## config.mk

```make
export PLATFORM = sky130hd
export DESIGN_NAME = dual_quadrature_encoder_events_flat
export DESIGN_NICKNAME = d
export VERILOG_FILES = /design/src/design/dqe_pkg.sv /design/src/design/dqe_ifs.sv /design/src/design/dqe_in_stage.sv /design/src/design/dqe_detect.sv /design/src/design/dual_quadrature_encoder_events.sv /design/src/flat_wrapper.sv
export SDC_FILE = /design/constraint.sdc
export NUM_CORES = 1
export LEC_CHECK = 0
export ABC_AREA = 1
export BUFFER_PORTS_ARGS = -buffer_cell sky130_fd_sc_hd__buf_4
export CORE_MARGIN = 2
export CORE_UTILIZATION = 35
export CTS_BUF_LIST = sky130_fd_sc_hd__clkbuf_4 sky130_fd_sc_hd__clkbuf_8 sky130_fd_sc_hd__clkbuf_16
export CTS_CLUSTER_DIAMETER = 50
export DETAILED_ROUTE_END_ITERATION = 8
export PLACE_DENSITY = 0.51
export SLEW_MARGIN = 20
export SYNTH_ARGS = -nofsm -noshare
export SYNTH_HDL_FRONTEND = slang
export SYNTH_SLANG_ARGS = --single-unit
export TNS_END_PERCENT = 30
```

## constraint.sdc

```tcl
create_clock -name clk -period 6.2 [get_ports clk]
set_input_delay 0 -clock clk [delete_from_list [all_inputs] [get_ports clk]]
set_output_delay 0 -clock clk [all_outputs]
set_load 0.05 [all_outputs]
```

## src/design/dqe_pkg.sv

```systemverilog
`timescale 1ns / 1ps

package dqe_pkg;

  typedef struct packed {
    logic        driver_a;
    logic        driver_b;
    logic        driver_switch;
    logic        passenger_a;
    logic        passenger_b;
    logic        passenger_switch;
    logic [31:0] timestamp;
  } dqe_sample_t;

  localparam logic [2:0] EV_NONE       = 3'd0;
  localparam logic [2:0] EV_DRV_SWITCH = 3'd1;
  localparam logic [2:0] EV_PAS_SWITCH = 3'd2;
  localparam logic [2:0] EV_DRV_CW     = 3'd3;
  localparam logic [2:0] EV_DRV_CCW    = 3'd4;
  localparam logic [2:0] EV_PAS_CW     = 3'd5;
  localparam logic [2:0] EV_PAS_CCW    = 3'd6;

  localparam int STEPS_PER_DETENT = 4;

  localparam logic signed [7:0] DETENT_POS = 8'(STEPS_PER_DETENT);
  localparam logic signed [7:0] DETENT_NEG = -DETENT_POS;
  localparam logic signed [8:0] SUM_MAX    = 9'sd127;
  localparam logic signed [8:0] SUM_MIN    = -9'sd128;

  localparam logic [5:0] LEVELS_RESET = 6'h3F;

  // x4 decode, index is {previous state, current state}
  localparam logic signed [1:0] QUAD_TABLE [16] = '{
    2'sd0,  2'sd1,  -2'sd1, 2'sd0,
    -2'sd1, 2'sd0,  2'sd0,  2'sd1,
    2'sd1,  2'sd0,  2'sd0,  -2'sd1,
    2'sd0,  -2'sd1, 2'sd1,  2'sd0
  };

  // bit 1 set when a is low, bit 0 set when b is low
  function automatic logic [1:0] enc_state(input logic a, input logic b);
    return {~a, ~b};
  endfunction

  function automatic logic signed [7:0] sat_add(input logic signed [7:0] c,
                                                input logic signed [1:0] d);
    logic signed [8:0] s;
    s = {c[7], c} + {{7{d[1]}}, d};
    if (s > SUM_MAX) begin
      return 8'sd127;
    end else if (s < SUM_MIN) begin
      return -8'sd128;
    end
    return s[7:0];
  endfunction

endpackage

```

## src/design/dqe_ifs.sv

```systemverilog
`timescale 1ns / 1ps

interface dqe_sample_if;
  logic        valid;
  logic        ready;
  logic        driver_a;
  logic        driver_b;
  logic        driver_switch;
  logic        passenger_a;
  logic        passenger_b;
  logic        passenger_switch;
  logic [31:0] timestamp;

  modport source (
    output valid, driver_a, driver_b, driver_switch,
           passenger_a, passenger_b, passenger_switch, timestamp,
    input  ready
  );
  modport sink (
    input  valid, driver_a, driver_b, driver_switch,
           passenger_a, passenger_b, passenger_switch, timestamp,
    output ready
  );
endinterface

interface dqe_event_if;
  logic       valid;
  logic       ready;
  logic [2:0] event_code;

  modport source (output valid, event_code, input ready);
  modport sink (input valid, event_code, output ready);
endinterface

```

## src/design/dqe_in_stage.sv

```systemverilog
`timescale 1ns / 1ps

module dqe_in_stage (
  input  logic                clk,
  input  logic                rst_n,
  input  logic                in_valid,
  input  dqe_pkg::dqe_sample_t in_sample,
  output logic                in_ready,
  input  logic                advance,
  output logic                s1_valid,
  output dqe_pkg::dqe_sample_t s1_sample
);
  import dqe_pkg::*;

  logic        valid_r;
  dqe_sample_t sample_r;

  assign in_ready  = !valid_r || advance;
  assign s1_valid  = valid_r;
  assign s1_sample = sample_r;

  always_ff @(posedge clk) begin
    if (!rst_n) begin
      valid_r <= 1'b0;
    end else if (in_valid && in_ready) begin
      valid_r <= 1'b1;
    end else if (advance) begin
      valid_r <= 1'b0;
    end
  end

  always_ff @(posedge clk) begin
    if (in_valid && in_ready) begin
      sample_r <= in_sample;
    end
  end

endmodule

```

## src/design/dqe_detect.sv

```systemverilog
`timescale 1ns / 1ps

module dqe_detect (
  input  logic                clk,
  input  logic                rst_n,
  input  logic                s1_valid,
  input  dqe_pkg::dqe_sample_t s1_sample,
  input  logic [31:0]         lockout,
  output logic                advance,
  output logic                out_valid,
  input  logic                out_ready,
  output logic [2:0]          event_code
);
  import dqe_pkg::*;

  logic [5:0]         prev_r;
  logic signed [7:0]  drv_cnt_r;
  logic signed [7:0]  pas_cnt_r;
  logic [31:0]        last_time_r;
  logic               out_valid_r;
  logic [2:0]         event_r;

  logic [5:0]         levels;
  logic [31:0]        elapsed;
  logic               open_win;
  logic signed [7:0]  drv_sum;
  logic signed [7:0]  pas_sum;
  logic signed [7:0]  drv_cnt_nxt;
  logic signed [7:0]  pas_cnt_nxt;
  logic [31:0]        last_time_nxt;
  logic [2:0]         event_nxt;

  assign advance    = s1_valid && (!out_valid_r || out_ready);
  assign out_valid  = out_valid_r;
  assign event_code = event_r;

  assign levels = {s1_sample.passenger_switch, s1_sample.passenger_b, s1_sample.passenger_a,
                   s1_sample.driver_switch, s1_sample.driver_b, s1_sample.driver_a};
  assign elapsed  = s1_sample.timestamp - last_time_r;
  assign open_win = elapsed > lockout;

  assign drv_sum = sat_add(drv_cnt_r,
    QUAD_TABLE[{enc_state(prev_r[0], prev_r[1]),
                enc_state(s1_sample.driver_a, s1_sample.driver_b)}]);
  assign pas_sum = sat_add(pas_cnt_r,
    QUAD_TABLE[{enc_state(prev_r[3], prev_r[4]),
                enc_state(s1_sample.passenger_a, s1_sample.passenger_b)}]);

  always_comb begin
    event_nxt     = EV_NONE;
    drv_cnt_nxt   = drv_cnt_r;
    pas_cnt_nxt   = pas_cnt_r;
    last_time_nxt = last_time_r;
    if (open_win) begin
      if (prev_r[2] && !s1_sample.driver_switch) begin
        event_nxt = EV_DRV_SWITCH;
      end else if (prev_r[5] && !s1_sample.passenger_switch) begin
        event_nxt = EV_PAS_SWITCH;
      end else begin
        drv_cnt_nxt = drv_sum;
        pas_cnt_nxt = pas_sum;
        if (drv_sum >= DETENT_POS) begin
          drv_cnt_nxt = '0;
          event_nxt   = EV_DRV_CW;
        end else if (drv_sum <= DETENT_NEG) begin
          drv_cnt_nxt = '0;
          event_nxt   = EV_DRV_CCW;
        end else if (pas_sum >= DETENT_POS) begin
          pas_cnt_nxt = '0;
          event_nxt   = EV_PAS_CW;
        end else if (pas_sum <= DETENT_NEG) begin
          pas_cnt_nxt = '0;
          event_nxt   = EV_PAS_CCW;
        end
      end
      if (event_nxt != EV_NONE) begin
        last_time_nxt = s1_sample.timestamp;
      end
    end
  end

  always_ff @(posedge clk) begin
    if (!rst_n) begin
      prev_r      <= LEVELS_RESET;
      drv_cnt_r   <= '0;
      pas_cnt_r   <= '0;
      last_time_r <= '0;
      out_valid_r <= 1'b0;
    end else begin
      if (advance) begin
        prev_r      <= levels;
        drv_cnt_r   <= drv_cnt_nxt;
        pas_cnt_r   <= pas_cnt_nxt;
        last_time_r <= last_time_nxt;
        out_valid_r <= 1'b1;
      end else if (out_ready) begin
        out_valid_r <= 1'b0;
      end
    end
  end

  always_ff @(posedge clk) begin
    if (advance) begin
      event_r <= event_nxt;
    end
  end

endmodule

```

## src/design/dual_quadrature_encoder_events.sv

```systemverilog
`timescale 1ns / 1ps
// event detector for two rotary encoders with push switches
// in_if: one sample per transfer (a, b and switch levels of both encoders
//   plus a 32-bit timestamp); out_if: one event code per sample
// cfg_we / cfg_wdata: writes the lockout window in ticks; the user must
//   write it only while idle, the block does not enforce this
// a sample passes the input register, then decode and result register
// throughput: one sample per cycle unless out_if stalls; one decode stage
//   reads and updates the counts and last event time in the same cycle
// reset: counts and last event time cleared, previous pin levels all high,
//   lockout zero, no sample or result held
// receiver stall: result register holds its code, an empty input register
//   takes one more sample, then in_if.ready drops until out_if.ready
module dual_quadrature_encoder_events (
  input  logic        clk,
  input  logic        rst_n,
  input  logic        cfg_we,
  input  logic [31:0] cfg_wdata,
  dqe_sample_if.sink  in_if,
  dqe_event_if.source out_if
);
  import dqe_pkg::*;

  logic [31:0] lockout_r;
  dqe_sample_t in_sample;
  dqe_sample_t s1_sample;
  logic        s1_valid;
  logic        advance;

  assign in_sample = '{
    driver_a:         in_if.driver_a,
    driver_b:         in_if.driver_b,
    driver_switch:    in_if.driver_switch,
    passenger_a:      in_if.passenger_a,
    passenger_b:      in_if.passenger_b,
    passenger_switch: in_if.passenger_switch,
    timestamp:        in_if.timestamp
  };

  always_ff @(posedge clk) begin
    if (!rst_n) begin
      lockout_r <= '0;
    end else if (cfg_we) begin
      lockout_r <= cfg_wdata;
    end
  end

  dqe_in_stage u_in_stage (
    .clk       (clk),
    .rst_n     (rst_n),
    .in_valid  (in_if.valid),
    .in_sample (in_sample),
    .in_ready  (in_if.ready),
    .advance   (advance),
    .s1_valid  (s1_valid),
    .s1_sample (s1_sample)
  );

  dqe_detect u_detect (
    .clk        (clk),
    .rst_n      (rst_n),
    .s1_valid   (s1_valid),
    .s1_sample  (s1_sample),
    .lockout    (lockout_r),
    .advance    (advance),
    .out_valid  (out_if.valid),
    .out_ready  (out_if.ready),
    .event_code (out_if.event_code)
  );

endmodule

```

## src/flat_wrapper.sv

```systemverilog
// flat-port wrapper written by rule: the top's interface ports become plain ports
module dual_quadrature_encoder_events_flat import dqe_pkg::*;
  (clk, rst_n, cfg_we, cfg_wdata, in_if_valid, in_if_driver_a, in_if_driver_b, in_if_driver_switch, in_if_passenger_a, in_if_passenger_b, in_if_passenger_switch, in_if_timestamp, in_if_ready, out_if_valid, out_if_event_code, out_if_ready);
  dqe_sample_if in_if_i ();
  dqe_event_if out_if_i ();
  input  logic clk;
  input  logic rst_n;
  input  logic cfg_we;
  input  logic [31:0] cfg_wdata;
  input wire logic [$bits(in_if_i.valid)-1:0] in_if_valid;
  input wire logic [$bits(in_if_i.driver_a)-1:0] in_if_driver_a;
  input wire logic [$bits(in_if_i.driver_b)-1:0] in_if_driver_b;
  input wire logic [$bits(in_if_i.driver_switch)-1:0] in_if_driver_switch;
  input wire logic [$bits(in_if_i.passenger_a)-1:0] in_if_passenger_a;
  input wire logic [$bits(in_if_i.passenger_b)-1:0] in_if_passenger_b;
  input wire logic [$bits(in_if_i.passenger_switch)-1:0] in_if_passenger_switch;
  input wire logic [$bits(in_if_i.timestamp)-1:0] in_if_timestamp;
  output wire logic [$bits(in_if_i.ready)-1:0] in_if_ready;
  output wire logic [$bits(out_if_i.valid)-1:0] out_if_valid;
  output wire logic [$bits(out_if_i.event_code)-1:0] out_if_event_code;
  input wire logic [$bits(out_if_i.ready)-1:0] out_if_ready;
  assign in_if_i.valid = in_if_valid;
  assign in_if_i.driver_a = in_if_driver_a;
  assign in_if_i.driver_b = in_if_driver_b;
  assign in_if_i.driver_switch = in_if_driver_switch;
  assign in_if_i.passenger_a = in_if_passenger_a;
  assign in_if_i.passenger_b = in_if_passenger_b;
  assign in_if_i.passenger_switch = in_if_passenger_switch;
  assign in_if_i.timestamp = in_if_timestamp;
  assign in_if_ready = in_if_i.ready;
  assign out_if_valid = out_if_i.valid;
  assign out_if_event_code = out_if_i.event_code;
  assign out_if_i.ready = out_if_ready;
  dual_quadrature_encoder_events u_core (.clk(clk), .rst_n(rst_n), .cfg_we(cfg_we), .cfg_wdata(cfg_wdata), .in_if(in_if_i), .out_if(out_if_i));
endmodule
```

==> impl_metrics.json <==
{
  "seq_area_frac_synth": 0.357,
  "synth_area_mm2": 0.00838,
  "status": "completed",
  "async_flop_share": 0,
  "place.gp.congestion": 0.802,
  "wire_per_inst_um": 12.5,
  "worst_slew_margin_rel": 0.355,
  "initial_core_util": 0.357,
  "max_cap_violations": 0,
  "crit_slowest_cell": "buf_4",
  "crit_type": "flip-flop to flip-flop",
  "switching_share": 0.351,
  "drive_gt1_frac": 0.125,
  "slew_violations": 0,
  "cp_common_cell": "nand2_1",
  "post_cts_buffers": 0,
  "start_kind": "flip-flop",
  "clock_skew_ns": 0.00984,
  "drt_first_pass_iters": 5,
  "yosysUniqueCellTypes": 45,
  "drc": 0,
  "cts-root-buf": "clkbuf_16",
  "die_area_mm2": 0.0252,
  "path_clk_slew_ns": 0.06,
  "power_frac_seq": 0.312,
  "placementRows": 56,
  "tns_ns": 0,
  "die_x_um": 159,
  "slowest_delay_ns": 0.62,
  "tightest_slew_ns": 0.967,
  "hpwl_um": 14400,
  "rsz0062_at_grt": "false",
  "cp-end-kind": "flip-flop",
  "first_global_vias": 6913,
  "ir_drop_mv": 0.186,
  "hp-class": "input pin to flip-flop",
  "io_pins": 80,
  "synth_top_area_frac": 0.210,
  "grt_usage": 0.164,
  "final.period_utilization": 0.827,
  "critical_path_peak_fanout": 64,
  "vias": 7304,
  "nFillCells": 2363,
  "yosys.area_share.adder": 0.139,
  "clk_latency_ns": 0.43,
  "grt_overflow": 0,
  "hold_viol": 0,
  "fin_cells": 1581,
  "setup_violations": 0,
  "synthSimpleGateAreaFrac": 0.220,
  "synth_top_cell_by_area": "dfxtp_1",
  "cts_tree": "done",
  "holdBufCountCts": 74,
  "antenna_found_initial": 0,
  "reg2reg_slack_ns": 1.07,
  "synth_xor_xnor_area_share": 0.0408,
  "synthCells": 1103,
  "post-place-cells": 1475,
  "htreeDepth": 4,
  "die_height_um": 159,
  "synth_nets": 1269,
  "post_cts_resized": 0,
  "drt-initial-drc-count": 425,
  "nets": 1415,
  "synth-seq-cells": 129,
  "core_area_mm2": 0.0235,
  "synth_edf_count": 41,
  "routed_wl_um": 19800,
  "cts_made_buffers": 17,
  "cts.sinks": 129,
  "holdWs_ns": 0.144,
  "combPwrFrac": 0.359,
  "viasPerCell": 4.62,
  "power_density_mw_per_mm2": 302,
  "internal-power_w": 0.00208,
  "synth_top_family_by_area": "simple AND/OR/NAND/NOR gates",
  "synthFlopType": "dfxtp_1",
  "synth.area.top_cells": "dfxtp_1, edfxtp_1, ha_1",
  "n_antenna_cell": 0,
  "power.net_switching_w": 0.00113,
  "critPathArrivalTime_ns": 5.43,
  "min_period_ns": 5.13,
  "grt_max_degree": 73,
  "max_freq_mhz": 195,
  "synthMostInstantiatedCell": "nand2_1",
  "yosysWarnings": 0,
  "synth_common_cells": "nand2_1, inv_1, a21oi_1",
  "clk_path_buf_depth": 2,
  "ant_nets": 0,
  "grt_pass1_wl_um": 33800,
  "postSynthAreaPerCell_um2": 7.60,
  "p_leak_nw": 4.83,
  "port_buffers": 79,
  "required_ns": 6.51,
  "p_clk_frac": 0.329,
  "synth-compound-area-share": 0.149,
  "area_delta_synth_final_pct": 26.8,
  "muxShareOfSynthArea": 0
}
==> routing by layer <==
metal / vias to the layer above / track usage / part of all wire
li1: 3933 / - / -
met1: 3241 / 0.233 / 0.52
met2: 106 / 0.252 / 0.43
met3: 24 / 0.0264 / 0.031
met4: 0 / 0.0525 / 0.016
met5: - / 0 / 0
==> stage by stage <==
stage,cell area [um2],utilization,total power [W],worst slack [ns]
2_1_floorplan,8380,-,0.00188,1.87
6_report,10600,0.453,0.00321,1.07
3_5_place_dp,9260,0.394,0.00214,1.07
3_3_place_gp,9260,0.394,0.00213,1.10
5_1_grt,10600,0.453,0.00347,0.522
4_1_cts,10600,0.453,0.00325,1.07
==> cell type report <==
type                       instances  area, um2  share of cell area
multi-input combinational        774       4600               0.433
sequential                       129       2990               0.282
timing repair buffer             157       1360               0.128
inverter                         170        638              0.0601
clock buffer                      22        504              0.0475
tap                              319        399              0.0376
clock inverter                    10        124              0.0117
==> power by group through the flow <==
stage               combinational (W)  sequential, W  clock (W)
floorplan                    0.000862        0.00102          0
global placement              0.00111        0.00102          0
detailed placement            0.00112        0.00102          0
CTS                           0.00116        0.00100    0.00109
global route                  0.00134        0.00101    0.00112
finish                        0.00115        0.00100    0.00106
==> cell usage in the layout, fill, tap and decap left out, drive strengths merged, types with 3 or more instances in the layout <==
cell and n:
edfxtp 41, nor2 83, nor3 3, a31oi 4, nand3 73, clkbuf 22
xnor2 10, dlygate4sd3 74, ha 88, clkinvlp 3, nand2 234, or2 4
inv 168, clkinv 7, buf 83, nand4 12, dfxtp 88, a21boi 5
xor2 29, o211ai 11, a21oi 142, fa 3, o21ai 59
==> worst max-delay path, delay by kind of cell (launching register included) <==
family                     cells  cell delay, ns
AOI/OAI and AO/OA              9            1.61
and+or+nand+nor               13            1.21
buffers and inverters          4            0.84
adders and majority gates      3            0.83
DFF                            1            0.36
xor gates and xnor gates       1            0.15
==> worst paths after layout <==
check / from / end / depth (start not counted)
setup / recovery: u_core.u_in_stage.s1_sample[0] / u_core.u_detect.last_time_r[12] / 30
setup reg to reg: u_core.u_in_stage.s1_sample[0] / u_core.u_detect.last_time_r[12] / 30
hold / removal: rst_n / u_core.u_detect.prev_r[2] / 2
hold reg to reg: u_core.lockout_r[19] / u_core.lockout_r[19] / 2
==> registers in the layout (all words and copies together) (netlist names) <==
name                         count
u_core.u_in_stage.s1_sample     38
u_core.lockout_r                32
u_core.u_detect.last_time_r     32
u_core.u_detect.drv_cnt_r        8
u_core.u_detect.pas_cnt_r        8
u_core.u_detect.prev_r           6
u_core.u_detect.event_code       3
u_core.u_detect.out_valid        1
u_core.u_in_stage.s1_valid       1
==> kinds of logic after synthesis <==
logic type	Yosys count
adders and majority gates	91
buffers and inverters	200
xor gates and xnor gates	39
DFF	129
AOI/OAI and AO/OA	231
and+or+nand+nor	413
Note: power is estimated with default switching activity, not from simulation.
